$ cat src/sv/dbcs_to_unicode_converter_assert.svh
// Assertion macros shared by the converter RTL.
`ifndef DBCS_TO_UNICODE_CONVERTER_ASSERT_SVH
`define DBCS_TO_UNICODE_CONVERTER_ASSERT_SVH

// Same-cycle implication, disabled while reset is low.
`define DBCS_ASSERT_NOW(label, clk, rst_n, ante, cons) \
  label: assert property (@(posedge clk) disable iff (!rst_n) (ante) |-> (cons)) \
    else $error("dbcs same-cycle check failed");

// Next-cycle implication, disabled while reset is low.
`define DBCS_ASSERT_NEXT(label, clk, rst_n, ante, cons) \
  label: assert property (@(posedge clk) disable iff (!rst_n) (ante) |=> (cons)) \
    else $error("dbcs next-cycle check failed");

`endif

$ cat src/sv/dbcs_pkg.sv
// Shared constants, codes and types of the double-byte to Unicode converter.
package dbcs_pkg;

  localparam int unsigned RANGE_SLOTS = 32;
  localparam int unsigned CODE_DEPTH  = 32768;
  localparam int unsigned CODE_AW     = $clog2(CODE_DEPTH);

  localparam int unsigned CHAR_W = 16;
  localparam int unsigned CNT_W  = 6;
  localparam int unsigned POS_W  = 17;
  localparam int unsigned ADDR_W = 15;

  localparam logic [CHAR_W-1:0] NO_CODE    = 16'hFFFF;
  localparam logic [POS_W-1:0]  CODE_LIMIT = POS_W'(CODE_DEPTH);

  // Request kinds carried in tuser.
  typedef enum logic [1:0] {
    KIND_CONVERT = 2'd0,
    KIND_LEAD    = 2'd1,
    KIND_RANGE   = 2'd2,
    KIND_CODE    = 2'd3
  } kind_e;

  // One range descriptor.
  typedef struct packed {
    logic [CHAR_W-1:0] low;
    logic [CHAR_W-1:0] high;
    logic [CHAR_W-1:0] base;
  } range_t;

  // Search token handed from cell to cell.
  typedef struct packed {
    logic              valid;
    logic              found;
    logic [CHAR_W-1:0] ch;
    logic [CNT_W-1:0]  remain;
    logic [POS_W-1:0]  pos;
  } token_t;

endpackage

$ cat src/sv/dbcs_range_cell.sv
// One range cell: holds a descriptor and tests the passing search token.
module dbcs_range_cell (
  input  logic            clk_i,
  input  logic            rst_ni,
  input  logic            wr_en_i,
  input  dbcs_pkg::range_t wr_range_i,
  input  dbcs_pkg::token_t tok_i,
  output dbcs_pkg::token_t tok_o
);
  import dbcs_pkg::*;

  range_t rng_q;
  token_t tok_q, tok_d;
  logic   in_range;
  logic   match;

  // Descriptor storage, written only by range load requests.
  always_ff @(posedge clk_i) begin
    if (wr_en_i) begin
      rng_q <= wr_range_i;
    end
  end

  // Match test; the first active cell that matches claims the token.
  always_comb begin
    in_range = (tok_i.ch >= rng_q.low) && (tok_i.ch <= rng_q.high);
    match    = tok_i.valid && !tok_i.found && (tok_i.remain != '0) && in_range;
    tok_d    = tok_i;
    if (tok_i.remain != '0) begin
      tok_d.remain = tok_i.remain - CNT_W'(1);
    end
    if (match) begin
      tok_d.found = 1'b1;
      tok_d.pos   = POS_W'(rng_q.base) + POS_W'(tok_i.ch - rng_q.low);
    end
  end

  // Hand the token to the next cell.
  always_ff @(posedge clk_i or negedge rst_ni) begin
    if (!rst_ni) begin
      tok_q <= '0;
    end else begin
      tok_q <= tok_d;
    end
  end

  assign tok_o = tok_q;

endmodule

$ cat config.mk
export PLATFORM = sky130hd
export DESIGN_NAME = dbcs_range_cell
export DESIGN_NICKNAME = d
export VERILOG_FILES = /design/src/sv/dbcs_to_unicode_converter_assert.svh /design/src/sv/dbcs_pkg.sv /design/src/sv/dbcs_range_cell.sv
export SDC_FILE = /design/constraint.sdc
export NUM_CORES = 1
export LEC_CHECK = 0
export ABC_AREA = 1
export BUFFER_PORTS_ARGS = -buffer_cell sky130_fd_sc_hd__buf_2
export CORE_MARGIN = 2
export CORE_UTILIZATION = 40
export CTS_CLUSTER_SIZE = 8
export DETAILED_ROUTE_END_ITERATION = 10
export PLACE_DENSITY = 0.65
export SYNTH_ARGS = -nofsm -noshare
export SYNTH_HDL_FRONTEND = slang
export SYNTH_SLANG_ARGS = --single-unit
$ cat constraint.sdc
create_clock -name clk_i -period 2.9 [get_ports clk_i]
set_clock_uncertainty 0.2 [all_clocks]
set_input_delay 0.58 -clock clk_i [delete_from_list [all_inputs] [get_ports clk_i]]
set_output_delay 0.58 -clock clk_i [all_outputs]
set_load 0.02 [all_outputs]
==> insert_results.sql <==
INSERT INTO impl_metrics (metric_group, metric, value, unit) VALUES
('outcome', 'status', 'finished, final reports clean', ''),
('global_routing', 'antenna_found_initial', '0', ''),
('clock_tree', 'post_cts.repair.setup_buffers', '0', ''),
('clock_tree', 'clk_transition_reported_paths', '0.06', 'ns'),
('clock_tree', 'cts-buffers-inserted', '9', ''),
('setup_path', 'crit_required', '2.94', 'ns'),
('timing', 'post-route-period-util', '87.6', '%'),
('setup_path', 'worst-setup-path-type', 'register to register', ''),
('setup_path', 'critical_path_peak_fanout', '3', ''),
('power', 'p_seq_share', '39.6', '%'),
('clock_tree', 'htree_num_levels', '3', ''),
('power', 'power.clock.fraction', '30.5', '%'),
('setup_path', 'crit_family', 'adder cells', ''),
('power', 'net-switching-power', '1.20', 'mW'),
('routing', 'drtAntennaViolNets', '0', ''),
('die', 'io_pins', '133', ''),
('routing', 'routed-via-count', '4038', ''),
('logic_synthesis', 'ys_seq_area_share', '47.0', '%'),
('logic_synthesis', 'synth.cell_area', '5250', 'um2'),
('setup_path', 'critical_path_cell_list', 'ha_1 > inv_1 > ha_1 > inv_1 > fa_1 > inv_1 > nand2_1 > nand2_1 > nand3_1 > nand2_1 > nand2_1 > nand3b_1 > nand2_1 > nand3_1 > nand2_1', ''),
('die', 'dieArea', '14000', 'um2'),
('timing', 'rsz0062_at_grt', 'no', ''),
('setup_path', 'crit_arrival', '2.58', 'ns'),
('logic_synthesis', 'synth_ff_type', 'sky130_fd_sc_hd__edfxtp_1', ''),
('clock_tree', 'cts-resized-gates', '0', ''),
('setup_path', 'cp-end-kind', 'register', ''),
('logic_synthesis', 'synth.area.top_cells', 'sky130_fd_sc_hd__edfxtp_1 (27%), sky130_fd_sc_hd__dfrtp_1 (20%), sky130_fd_sc_hd__ha_1 (12%), sky130_fd_sc_hd__nand2_1 (11%), sky130_fd_sc_hd__inv_1 (11%)', ''),
('routing', 'drt-initial-drc-count', '173', ''),
('logic_synthesis', 'synth-seq-cells', '89', ''),
('logic_synthesis', 'fraction_of_registers_with_async_set_or_reset_after_synthesis', '46.1', '%'),
('clock_tree', 'clock_latency', '0.35', 'ns'),
('worst_hold_path', 'hp-class', 'input port to async pin', ''),
('placement', 'detailed_place.area', '6250', 'um2'),
('clock_tree', 'clkSinkCount', '89', ''),
('setup_path', 'worstPathBufferInverterCount', '3', ''),
('power', 'total_power_of_the_final_layout', '3.73', 'mW'),
('cells_and_area', 'filler_instances', '1254', ''),
('timing', 'worst_hold_slack', '0.0235', 'ns'),
('cells_and_area', 'area_growth_syn_to_layout', '24.5', '%'),
('routing', 'drt_pass1_iterations', '4', ''),
('power', 'ir_drop', '0.228', 'mV'),
('global_routing', 'global_route_wire_length_before_repair', '19.1', 'mm'),
('setup_path', 'critical_path_cell_count', '15', ''),
('clock_tree', 'clock_path_buffers', '2', ''),
('power', 'internal_power', '2.53', 'mW'),
('timing', 'max_slew_margin_vs_limit', '58.5', '%'),
('timing', 'finalSetupViolCount', '0', ''),
('clock_tree', 'ctsRootBufferMaster', 'sky130_fd_sc_hd__clkbuf_16', ''),
('timing', 'finalSetupTns', '0', 'ns'),
('timing', 'timing_max_transition_violations_final', '0', ''),
('setup_path', 'rr_startpoint', 'rng_q[32]', ''),
('cells_and_area', 'drive_gt1_share', '23.3', '%'),
('timing', 'tightest_slew', '0.623', 'ns'),
('timing', 'final_period_minus_worst_setup_slack', '2.54', 'ns'),
('placement', 'detailedPlacementHpwl', '9.11', 'mm'),
('power', 'combinationalPowerShare', '30.0', '%'),
('cells_and_area', 'fin_cells', '918', ''),
('setup_path', 'timing.critical_path.from_type', 'register', ''),
('logic_synthesis', 'syn-mean-instance-area', '9.03', 'um2'),
('logic_synthesis', 'synth_fp_nets', '740', ''),
('run', 'cap_viol_max_count', '0', ''),
('routing', 'drc_errors', '0', ''),
('timing', 'hold_violations', '0', ''),
('power', 'power_switching_share', '32.2', '%'),
('setup_path', 'critical-path-max-stage-delay', '0.42', 'ns'),
('placement', 'place.port_buffers', '132', ''),
('cells_and_area', 'design.final.nets', '900', ''),
('setup_path', 'rr_worst_depth', '15', ''),
('setup_path', 'critical-path-top-cell-by-count', 'sky130_fd_sc_hd__nand2_1', ''),
('setup_path', 'cp-endpoint', 'tok_o[16]', ''),
('logic_synthesis', 'most_common_cell_in_the_synthesized_netlist', 'sky130_fd_sc_hd__nand2_1', '');
kinds of logic after synthesis:
group                    synth area share (%)
AO/OA/AOI/OAI                            3.70
AND/OR/NAND/NOR                          18.4
flip-flops                               47.0
adder cells (fa/ha/maj)                  18.3
XOR/XNOR                                 1.34
buffers and inverters                    11.2
layer usage:
| metal | up-vias | share of wire [%] | track usage (%) |
|---|---|---|---|
| met1 | 1784 | 46 | 21.4 |
| met2 | 119 | 45 | 27.9 |
| li1 | 2113 | - | - |
| met3 | 22 | 5.7 | 3.57 |
| met5 | - | 0 | 0 |
| met4 | 0 | 2.9 | 8.78 |
layout by cell type, fill, tap and decap left out, types with 2 or more instances in the layout:
cell type	netlist	layout
sky130_fd_sc_hd__a21oi_1	25	25
sky130_fd_sc_hd__and2_1	3	3
sky130_fd_sc_hd__buf_2	0	132
sky130_fd_sc_hd__buf_4	2	20
sky130_fd_sc_hd__clkbuf_16	0	9
sky130_fd_sc_hd__clkinv_2	0	2
sky130_fd_sc_hd__clkinvlp_4	0	2
sky130_fd_sc_hd__dfrtp_1	41	41
sky130_fd_sc_hd__edfxtp_1	48	48
sky130_fd_sc_hd__fa_1	16	16
sky130_fd_sc_hd__ha_1	51	51
sky130_fd_sc_hd__inv_1	150	150
sky130_fd_sc_hd__nand2_1	151	151
sky130_fd_sc_hd__nand2_2	2	2
sky130_fd_sc_hd__nand3_1	37	37
sky130_fd_sc_hd__nand4_1	4	4
sky130_fd_sc_hd__nor2_1	19	19
sky130_fd_sc_hd__nor3_1	5	5
sky130_fd_sc_hd__o21ai_0	6	6
sky130_fd_sc_hd__or2_2	3	3
sky130_fd_sc_hd__xnor2_1	2	2
sky130_fd_sc_hd__xor2_1	6	6
layout make-up:
cell class / count / area, um2 / area share, %
Timing Repair Buffer: 152 / 811 / 12.4
Tap cell: 172 / 215 / 3.29
Clock inverter: 6 / 58.8 / 0.900
Clock buffer: 10 / 229 / 3.50
Multi-Input combinational cell: 339 / 2190 / 33.5
Sequential cell: 89 / 2470 / 37.8
Inverter: 150 / 563 / 8.62
registers in the layout (all words and copies together), names as in the netlist:
name,count
tok_o,41
rng_q,48
how the worst min path moves through the flow:
| stage | startpoint | to | cells past startpoint |
|---|---|---|---|
| 6_report | rst_ni | tok_o[28] | 1 |
| 5_1_grt | rst_ni | tok_o[28] | 1 |
| 4_1_cts | rst_ni | tok_o[28] | 1 |
| 3_5_place_dp | rst_ni | tok_o[28] | 1 |
| 3_3_place_gp | rst_ni | tok_o[25] | 1 |
| 2_1_floorplan | rst_ni | tok_o[0] | 0 |
power by group through the flow:
stage	Sequential (mW)	Clock, mW	Combinational (mW)
after global routing	1.49	1.21	1.29
after detailed placement	1.50	0	1.12
final	1.47	1.14	1.12
after global placement	1.50	0	1.09
after floorplan	1.55	0	0.700
after CTS	1.48	1.18	1.12
metrics by stage:
step	util [%]	setup WS, ns
5_1_grt	51.4	0.0787
2_1_floorplan	-	0.306
3_3_place_gp	49.1	0.0423
3_5_place_dp	49.1	0.0261
6_report	51.4	0.359
4_1_cts	51.4	0.338
Note: power is estimated with default switching activity, not from simulation.
